[src/fpd_pkg.sv]
`timescale 1ns / 1ps
// ----------------------------------------------------------------------------
// fpd_pkg
// Shared types and constants for the file packet deframer.
// ----------------------------------------------------------------------------
package fpd_pkg;

  // Header layout. The header is sixteen bytes long.
  localparam int unsigned HDR_IDX_W = 5;
  localparam logic [HDR_IDX_W-1:0] HDR_LEN      = 5'd16;
  localparam logic [HDR_IDX_W-1:0] OFS_VERSION  = 5'd4;
  localparam logic [HDR_IDX_W-1:0] OFS_TYPE     = 5'd5;
  localparam logic [HDR_IDX_W-1:0] OFS_PAY_LEN  = 5'd8;
  localparam logic [HDR_IDX_W-1:0] OFS_LAST_HDR = 5'd15;

  localparam logic [7:0] VERSION_OK = 8'd1;

  // Magic bytes in arrival order.
  localparam logic [3:0][7:0] MAGIC = {8'h46, 8'h56, 8'h41, 8'h55};

  typedef enum logic [1:0] {
    KIND_HEADER  = 2'd0,
    KIND_NAME    = 2'd1,
    KIND_PAYLOAD = 2'd2,
    KIND_SURPLUS = 2'd3
  } fpd_kind_t;

  typedef enum logic [2:0] {
    ST_OK      = 3'd0,
    ST_SHORT   = 3'd1,
    ST_MAGIC   = 3'd2,
    ST_VERSION = 3'd3,
    ST_TRUNC   = 3'd4
  } fpd_status_t;

  // One tagged result, as computed by the tracker for the byte in flight.
  typedef struct packed {
    fpd_kind_t   byte_kind;
    logic [7:0]  type_byte;
    logic [15:0] name_length;
    logic [63:0] payload_length;
    fpd_status_t status;
  } fpd_res_t;

endpackage

[src/file_packet_deframer_core.sv]
`timescale 1ns / 1ps
// ----------------------------------------------------------------------------
// file_packet_deframer_core
// Byte-serial deframer that tags header, name, payload and surplus bytes.
// ----------------------------------------------------------------------------
//  Channel | Direction | Beat contents
//  --------+-----------+------------------------------------------------------
//  in_     | sink      | tdata: raw byte; tlast: final byte of the packet
//  out_    | source    | tdata: byte, type, name length, payload length;
//          |           | tuser: byte kind, status; tlast: final byte, status valid
//
//  One beat is accepted per clock when the result side keeps up. A beat lands
//  in the input register when it is accepted and moves on to the result
//  register once that register has room; its result is then valid there.
//  rst_n is synchronous and active low; it clears the valid flags and all
//  parser state, and no clearing pass is needed afterwards.
//  A stall on out_tready holds the result register; the input register still
//  takes one more beat, after which in_tready drops until the result moves.
// ----------------------------------------------------------------------------
module file_packet_deframer_core (
  input  logic        clk,
  input  logic        rst_n,

  input  logic        in_tvalid,
  output logic        in_tready,
  input  logic [7:0]  in_tdata,   // [7:0] in_byte
  input  logic        in_tlast,   // in_last

  output logic        out_tvalid,
  input  logic        out_tready,
  output logic [95:0] out_tdata,  // [7:0] out_byte, [15:8] type byte,
                                  // [31:16] name_length, [95:32] payload_length
  output logic [4:0]  out_tuser,  // [1:0] byte_kind, [4:2] status
  output logic        out_tlast   // done_res
);
  import fpd_pkg::*;

  // Input register: holds the beat that the tracker is looking at.
  logic       in_vld_r, in_vld_nxt;
  logic [7:0] in_byte_r;
  logic       in_last_r;

  // Result register.
  logic       out_vld_r, out_vld_nxt;
  logic [7:0] out_byte_r;
  fpd_res_t   out_res_r;
  logic       out_last_r;

  fpd_res_t   res;
  logic       out_room;
  logic       adv;

  // The byte in the input register moves on whenever the result register is
  // empty or is being emptied in this same cycle.
  assign out_room  = !out_vld_r || out_tready;
  assign adv       = in_vld_r && out_room;
  assign in_tready = !in_vld_r || adv;

  assign in_vld_nxt  = (in_tvalid && in_tready) ? 1'b1 : (adv ? 1'b0 : in_vld_r);
  assign out_vld_nxt = adv ? 1'b1 : (out_tready ? 1'b0 : out_vld_r);

  always_ff @(posedge clk) begin
    if (!rst_n) begin
      in_vld_r  <= 1'b0;
      out_vld_r <= 1'b0;
    end else begin
      in_vld_r  <= in_vld_nxt;
      out_vld_r <= out_vld_nxt;
    end
  end

  always_ff @(posedge clk) begin
    if (in_tvalid && in_tready) begin
      in_byte_r <= in_tdata;
      in_last_r <= in_tlast;
    end
  end

  always_ff @(posedge clk) begin
    if (adv) begin
      out_byte_r <= in_byte_r;
      out_res_r  <= res;
      out_last_r <= in_last_r;
    end
  end

  // Header parser and body counters; they step once per consumed beat.
  fpd_tracker u_tracker (
    .clk     (clk),
    .rst_n   (rst_n),
    .adv     (adv),
    .in_byte (in_byte_r),
    .in_last (in_last_r),
    .res     (res)
  );

  assign out_tvalid = out_vld_r;
  assign out_tdata  = {out_res_r.payload_length, out_res_r.name_length,
                       out_res_r.type_byte, out_byte_r};
  assign out_tuser  = {out_res_r.status, out_res_r.byte_kind};
  assign out_tlast  = out_last_r;

  // A status other than ok only appears on the final beat of a packet.
  a_status_last: assert property (@(posedge clk) disable iff (!rst_n)
    (out_vld_r && (out_res_r.status != ST_OK)) |-> out_last_r)
    else $error("error status on a beat that is not the last");

  // A tagged body byte means the header was complete, so it cannot be short.
  a_body_not_short: assert property (@(posedge clk) disable iff (!rst_n)
    (out_vld_r && (out_res_r.byte_kind != KIND_HEADER)) |-> (out_res_r.status != ST_SHORT))
    else $error("short header reported on a body byte");

  // Surplus bytes only come once name and payload are done.
  a_surplus_whole: assert property (@(posedge clk) disable iff (!rst_n)
    (out_vld_r && (out_res_r.byte_kind == KIND_SURPLUS)) |-> (out_res_r.status != ST_TRUNC))
    else $error("truncation reported on a surplus byte");

  // A waiting input beat is neither dropped nor overwritten.
  a_in_hold: assert property (@(posedge clk) disable iff (!rst_n)
    (in_vld_r && !adv) |=> (in_vld_r && $stable(in_byte_r) && $stable(in_last_r)))
    else $error("input register lost a waiting beat");

endmodule

[src/fpd_tracker.sv]
`timescale 1ns / 1ps
// ----------------------------------------------------------------------------
// fpd_tracker
// Header parser and body counters; tags one byte per advance.
// ----------------------------------------------------------------------------
module fpd_tracker (
  input  logic             clk,
  input  logic             rst_n,
  input  logic             adv,       // the byte below is consumed this cycle
  input  logic [7:0]       in_byte,
  input  logic             in_last,
  output fpd_pkg::fpd_res_t res
);
  import fpd_pkg::*;

  logic [HDR_IDX_W-1:0] hdr_idx_r, hdr_idx_nxt;
  logic                 magic_bad_r, magic_bad_nxt;
  logic                 ver_bad_r, ver_bad_nxt;
  logic [7:0]           type_r, type_nxt;
  logic [15:0]          name_len_r, name_len_nxt;
  logic [63:0]          pay_len_r, pay_len_nxt;
  logic [15:0]          name_rem_r, name_rem_nxt;
  logic [63:0]          pay_rem_r, pay_rem_nxt;
  fpd_kind_t            kind;
  fpd_status_t          status;

  always_comb begin
    hdr_idx_nxt   = hdr_idx_r;
    magic_bad_nxt = magic_bad_r;
    ver_bad_nxt   = ver_bad_r;
    type_nxt      = type_r;
    name_len_nxt  = name_len_r;
    pay_len_nxt   = pay_len_r;
    name_rem_nxt  = name_rem_r;
    pay_rem_nxt   = pay_rem_r;
    kind          = KIND_HEADER;

    if (hdr_idx_r < HDR_LEN) begin
      if (hdr_idx_r < OFS_VERSION) begin
        if (in_byte != MAGIC[hdr_idx_r[1:0]]) magic_bad_nxt = 1'b1;
      end else if (hdr_idx_r == OFS_VERSION) begin
        if (in_byte != VERSION_OK) ver_bad_nxt = 1'b1;
      end else if (hdr_idx_r == OFS_TYPE) begin
        type_nxt = in_byte;
      end else if (hdr_idx_r < OFS_PAY_LEN) begin
        name_len_nxt = {name_len_r[7:0], in_byte};
      end else begin
        pay_len_nxt = {pay_len_r[55:0], in_byte};
      end
      hdr_idx_nxt = hdr_idx_r + 5'd1;
      // The final header byte arms both body counters.
      if (hdr_idx_r == OFS_LAST_HDR) begin
        name_rem_nxt = name_len_r;
        pay_rem_nxt  = pay_len_nxt;
      end
    end else if (name_rem_r != 16'd0) begin
      kind         = KIND_NAME;
      name_rem_nxt = name_rem_r - 16'd1;
    end else if (pay_rem_r != 64'd0) begin
      kind        = KIND_PAYLOAD;
      pay_rem_nxt = pay_rem_r - 64'd1;
    end else begin
      kind = KIND_SURPLUS;
    end

    // Status is checked in priority order, and only on the final byte.
    if (!in_last) begin
      status = ST_OK;
    end else if (hdr_idx_nxt < HDR_LEN) begin
      status = ST_SHORT;
    end else if (magic_bad_nxt) begin
      status = ST_MAGIC;
    end else if (ver_bad_nxt) begin
      status = ST_VERSION;
    end else if ((name_rem_nxt != 16'd0) || (pay_rem_nxt != 64'd0)) begin
      status = ST_TRUNC;
    end else begin
      status = ST_OK;
    end
  end

  assign res.byte_kind      = kind;
  assign res.type_byte      = type_nxt;
  assign res.name_length    = name_len_nxt;
  assign res.payload_length = pay_len_nxt;
  assign res.status         = status;

  // The last byte of a packet returns every field to its idle value.
  always_ff @(posedge clk) begin
    if (!rst_n || (adv && in_last)) begin
      hdr_idx_r   <= '0;
      magic_bad_r <= 1'b0;
      ver_bad_r   <= 1'b0;
      type_r      <= '0;
      name_len_r  <= '0;
      pay_len_r   <= '0;
      name_rem_r  <= '0;
      pay_rem_r   <= '0;
    end else if (adv) begin
      hdr_idx_r   <= hdr_idx_nxt;
      magic_bad_r <= magic_bad_nxt;
      ver_bad_r   <= ver_bad_nxt;
      type_r      <= type_nxt;
      name_len_r  <= name_len_nxt;
      pay_len_r   <= pay_len_nxt;
      name_rem_r  <= name_rem_nxt;
      pay_rem_r   <= pay_rem_nxt;
    end
  end

  // Once the header is complete, the index parks at the header length.
  a_idx_range: assert property (@(posedge clk) disable iff (!rst_n)
    hdr_idx_r <= HDR_LEN)
    else $error("header index ran past the header length");

  // Body counters stay clear until the final header byte has arrived.
  a_rem_idle: assert property (@(posedge clk) disable iff (!rst_n)
    (hdr_idx_r < HDR_LEN) |-> ((name_rem_r == 16'd0) && (pay_rem_r == 64'd0)))
    else $error("body counter loaded before the header was complete");

  // A name byte is only tagged while name bytes are still owed.
  a_name_cnt: assert property (@(posedge clk) disable iff (!rst_n)
    (adv && !in_last && (kind == KIND_NAME)) |=> (name_rem_r == $past(name_rem_r) - 16'd1))
    else $error("name counter did not step on a name byte");

endmodule

[config.mk]
export PLATFORM = sky130hd
export DESIGN_NAME = file_packet_deframer_core
export DESIGN_NICKNAME = d
export VERILOG_FILES = /design/src/fpd_pkg.sv /design/src/file_packet_deframer_core.sv /design/src/fpd_tracker.sv
export SDC_FILE = /design/constraint.sdc
export NUM_CORES = 1
export LEC_CHECK = 0
export BUFFER_PORTS_ARGS = -buffer_cell sky130_fd_sc_hd__buf_2
export CAP_MARGIN = 20
export CORE_AREA = 5 5 144 215
export CTS_CLUSTER_SIZE = 20
export DETAILED_ROUTE_END_ITERATION = 7
export DIE_AREA = 0 0 149 220
export PLACE_DENSITY = 0.82
export SETUP_SLACK_MARGIN = 0.02
export SLEW_MARGIN = 10
export SYNTH_ARGS = -nofsm -noshare
export SYNTH_HDL_FRONTEND = slang
export SYNTH_SLANG_ARGS = --single-unit
[constraint.sdc]
create_clock -name clk -period 4.61 [get_ports clk]
set_input_delay 0.461 -clock clk [delete_from_list [all_inputs] [get_ports clk]]
set_output_delay 0.461 -clock clk [all_outputs]
set_load 0.03 [all_outputs]
==> results.yml <==
pwr:
  power_mw: 5.77
  power_density_nw_per_um2: 346
  ir_drop_mv: 0.356
  p_leak_nw: 6.14
min_path:
  min_path_type: "in2reg"
  hold_depth: 1
  holdPathEnd: "in_byte_r[2]"
  hp-start: "in_tdata[2]"
yosys:
  synth-main-ff-cell: "dfxtp_1"
  syn_nets: 1726
  synth_cells: 1705
  synth_area_um2: 14800
  yosys.cell_types.count: 82
  ys_seq_area_share_pct: 46.4
  yosys_warnings: 0
  syn_avg_cell_area_um2: 8.69
  synth-edff-count: 111
  ys_seq_elements: 288
  synthArstFlopShare_pct: 0
cts:
  htree_levels: 1
  tritoncts: "done"
  clkTransAtPathRegs_ns: 0.07
  cts_setup_buffers: 0
  clockBufferDepth: 3
  cts-root-buf: "clkbuf_16"
  postCtsResizedCells: 0
  numCtsBuffers: 27
  clock-sinks: 288
  clock_latency_ns: 0.57
  cts_hold_buf: 0
critical_path:
  end_kind: "flip-flop"
  crit_buf_inv: 1
  r2r_cells: 11
  setup.worst_path.class: "reg2reg"
  max_stage_delay_ns: 0.68
  cp_max_fo: 10
  r2r_end: "out_tuser[4]"
  slowest_stage: "or4_1"
  required_ns: 4.92
  cp_top_family: "simple AND/OR/NAND/NOR gates"
  reg2reg_setup_slack_ns: 0.30
  timing.rr.start: "u_tracker.pay_rem_r[16]"
  arrival_ns: 4.61
  worstSetupStartpointType: "flip-flop"
  critical_path.cell_chain: "or4_1 > nor4_4 > and4_1 > buf_4 > a21o_1 > or3_1 > xnor2_1 > a2111oi_2 > nand4_1 > nor4_1 > a31oi_1"
floorplanning:
  die_area_um2: 32800
  coreArea_um2: 29100
  initial_core_util_pct: 50.9
  die_y_um: 220
  rows: 77
  die_width_um: 149
  ios: 117
timing:
  timing.final.crit_share_pct: 93.4
  fin_tns_setup_ns: 0
  finalHoldViolCount: 0
  relSlewSlack_pct: 30.2
  slew_viol_final: 0
  period_needed_ns: 4.31
  setup_viol: 0
  rsz0062_at_grt: "no"
  worst_slew_pin_slew_ns: 1.05
  fmax_ghz: 0.232
  skew_ns: 0.0201
grt:
  grt_overflow: 0
  grt_pass1_wl_um: 71500
  grt_usage_pct: 27.4
  grt_max_degree: 100
  grt_pass1_vias: 12916
  grt_antenna_before_repair: 0
flow_run:
  maxCapViolations: 0
detailed_routing:
  totalWireLength_um: 45800
  viasPerCell: 6.20
  avgRoutedWirePerCell_um: 21.1
  first_pass_iters: 5
  drc: 0
  drt_iter0_drc: 1100
  dr_total_vias: 13483
  final_antenna_net_count: 0
place:
  finalWeightedCongestion: 1.04
  hpwl_um: 31700
  io_buffers: 116
cells_and_area:
  final_common_cell: "nand2_1"
  fin_nets: 1781
  drive_above_1_share_pct: 18.2
  insertedDiodeCount: 0
  syn2layout_area_growth_pct: 12.7
  fillCellCount: 2601
  final_cell_mix: "352 x nand2_1, 196 x a21oi_1, 176 x dfxtp_1"
  fin_util_pct: 57.4
outcome:
  outcome: "finished clean"
-- final cells by class --
type / count / area, µm² / area share, %
multi-input combinational: 1278 / 7430 / 44.5
sequential: 288 / 6880 / 41.2
timing repair buffer: 150 / 848 / 5.08
clock buffer: 33 / 718 / 4.30
tap: 395 / 494 / 2.96
clock inverter: 17 / 265 / 1.59
inverter: 15 / 61.3 / 0.367
-- how the worst max path moves through the flow --
stage	to	cells after the start	start
2_1_floorplan	out_byte_r[0]	5	out_tvalid
3_3_place_gp	out_tuser[4]	11	u_tracker.pay_rem_r[16]
3_5_place_dp	out_tuser[4]	11	u_tracker.pay_rem_r[31]
4_1_cts	out_tuser[4]	11	u_tracker.pay_rem_r[16]
5_1_grt	out_tuser[4]	11	u_tracker.pay_rem_r[31]
6_report	out_tuser[4]	11	u_tracker.pay_rem_r[16]
-- report_power, final --
part / total, mW / internal (mW) / leakage [nW] / switching [mW]
registers: 2.75 / 2.71 / 2.45 / 0.0467
logic: 0.560 / 0.167 / 3.21 / 0.393
clock network: 2.46 / 1.46 / 0.474 / 0.998
total: 5.77 / 4.33 / 6.14 / 1.44
-- per-layer routing --
| layer | track usage, % | vias to the layer above | share of wire (%) |
|---|---|---|---|
| li1 | - | 6238 | - |
| met1 | 31.4 | 6448 | 36 |
| met2 | 49.0 | 631 | 51 |
| met3 | 3.58 | 166 | 6.3 |
| met4 | 15.3 | 0 | 6.0 |
| met5 | 0 | - | 0 |
-- cells in the mapped netlist, types with 7 or more instances --
| library cell | count | area (µm²) |
|---|---|---|
| nand3_1 | 28 | 140 |
| a21oi_1 | 196 | 981 |
| clkbuf_1 | 97 | 364 |
| nor3_1 | 60 | 300 |
| or4_1 | 19 | 143 |
| mux2_2 | 89 | 1000 |
| or2_2 | 9 | 56.3 |
| xor2_1 | 17 | 149 |
| mux2i_1 | 13 | 130 |
| ha_1 | 8 | 100 |
| nor2_1 | 143 | 537 |
| o21ai_0 | 36 | 180 |
| or3_1 | 15 | 93.8 |
| xnor2_1 | 24 | 210 |
| buf_1 | 17 | 63.8 |
| nor4_1 | 35 | 219 |
| edfxtp_1 | 111 | 3330 |
| o22a_1 | 7 | 61.3 |
| o221ai_1 | 7 | 61.3 |
| and3_1 | 31 | 194 |
| inv_1 | 15 | 56.3 |
| nand4_1 | 23 | 144 |
| and2_1 | 11 | 68.8 |
| a31oi_1 | 12 | 75.1 |
| o211ai_1 | 7 | 52.6 |
| o22ai_1 | 7 | 43.8 |
| buf_2 | 7 | 35.0 |
| dfxtp_1 | 177 | 3540 |
| a211oi_1 | 21 | 158 |
| nand2_1 | 354 | 1330 |
-- cell families (layout without fill, tap and decap cells) --
kind of cell    after synthesis  after routing  synth area share, %
mux                         102            102                 7.64
fa+ha+maj                     8              8                0.676
flops                       288            288                 46.4
xor+xnor                     41             41                 2.42
simple gates                775            775                 24.7
buf+inv                     139            215                 3.69
compound gates              352            352                 14.4
-- per-stage QoR --
step | setup slack, ns | cells | area [µm²] | hold slack [ns]
3_3_place_gp | 0.468 | 2126 | 15700 | 0.439
6_report | 0.305 | 2176 | 16700 | 0.0713
2_1_floorplan | 0.209 | 1705 | 14800 | 0.424
3_5_place_dp | 0.445 | 2126 | 15700 | 0.449
4_1_cts | 0.433 | 2176 | 16700 | 0.0550
5_1_grt | 0.0843 | 2176 | 16700 | 0.0549
-- flip-flops by register name, summed over array words and instances (netlist names), 5 cells and up --
| register | count |
|---|---|
| in_byte_r | 8 |
| out_byte_r | 8 |
| out_tdata | 88 |
| out_tuser | 5 |
| u_tracker.hdr_idx_r | 5 |
| u_tracker.name_len_r | 16 |
| u_tracker.name_rem_r | 16 |
| u_tracker.pay_len_r | 64 |
| u_tracker.pay_rem_r | 64 |
| u_tracker.type_r | 8 |
Power figures use the tool's default switching activity.
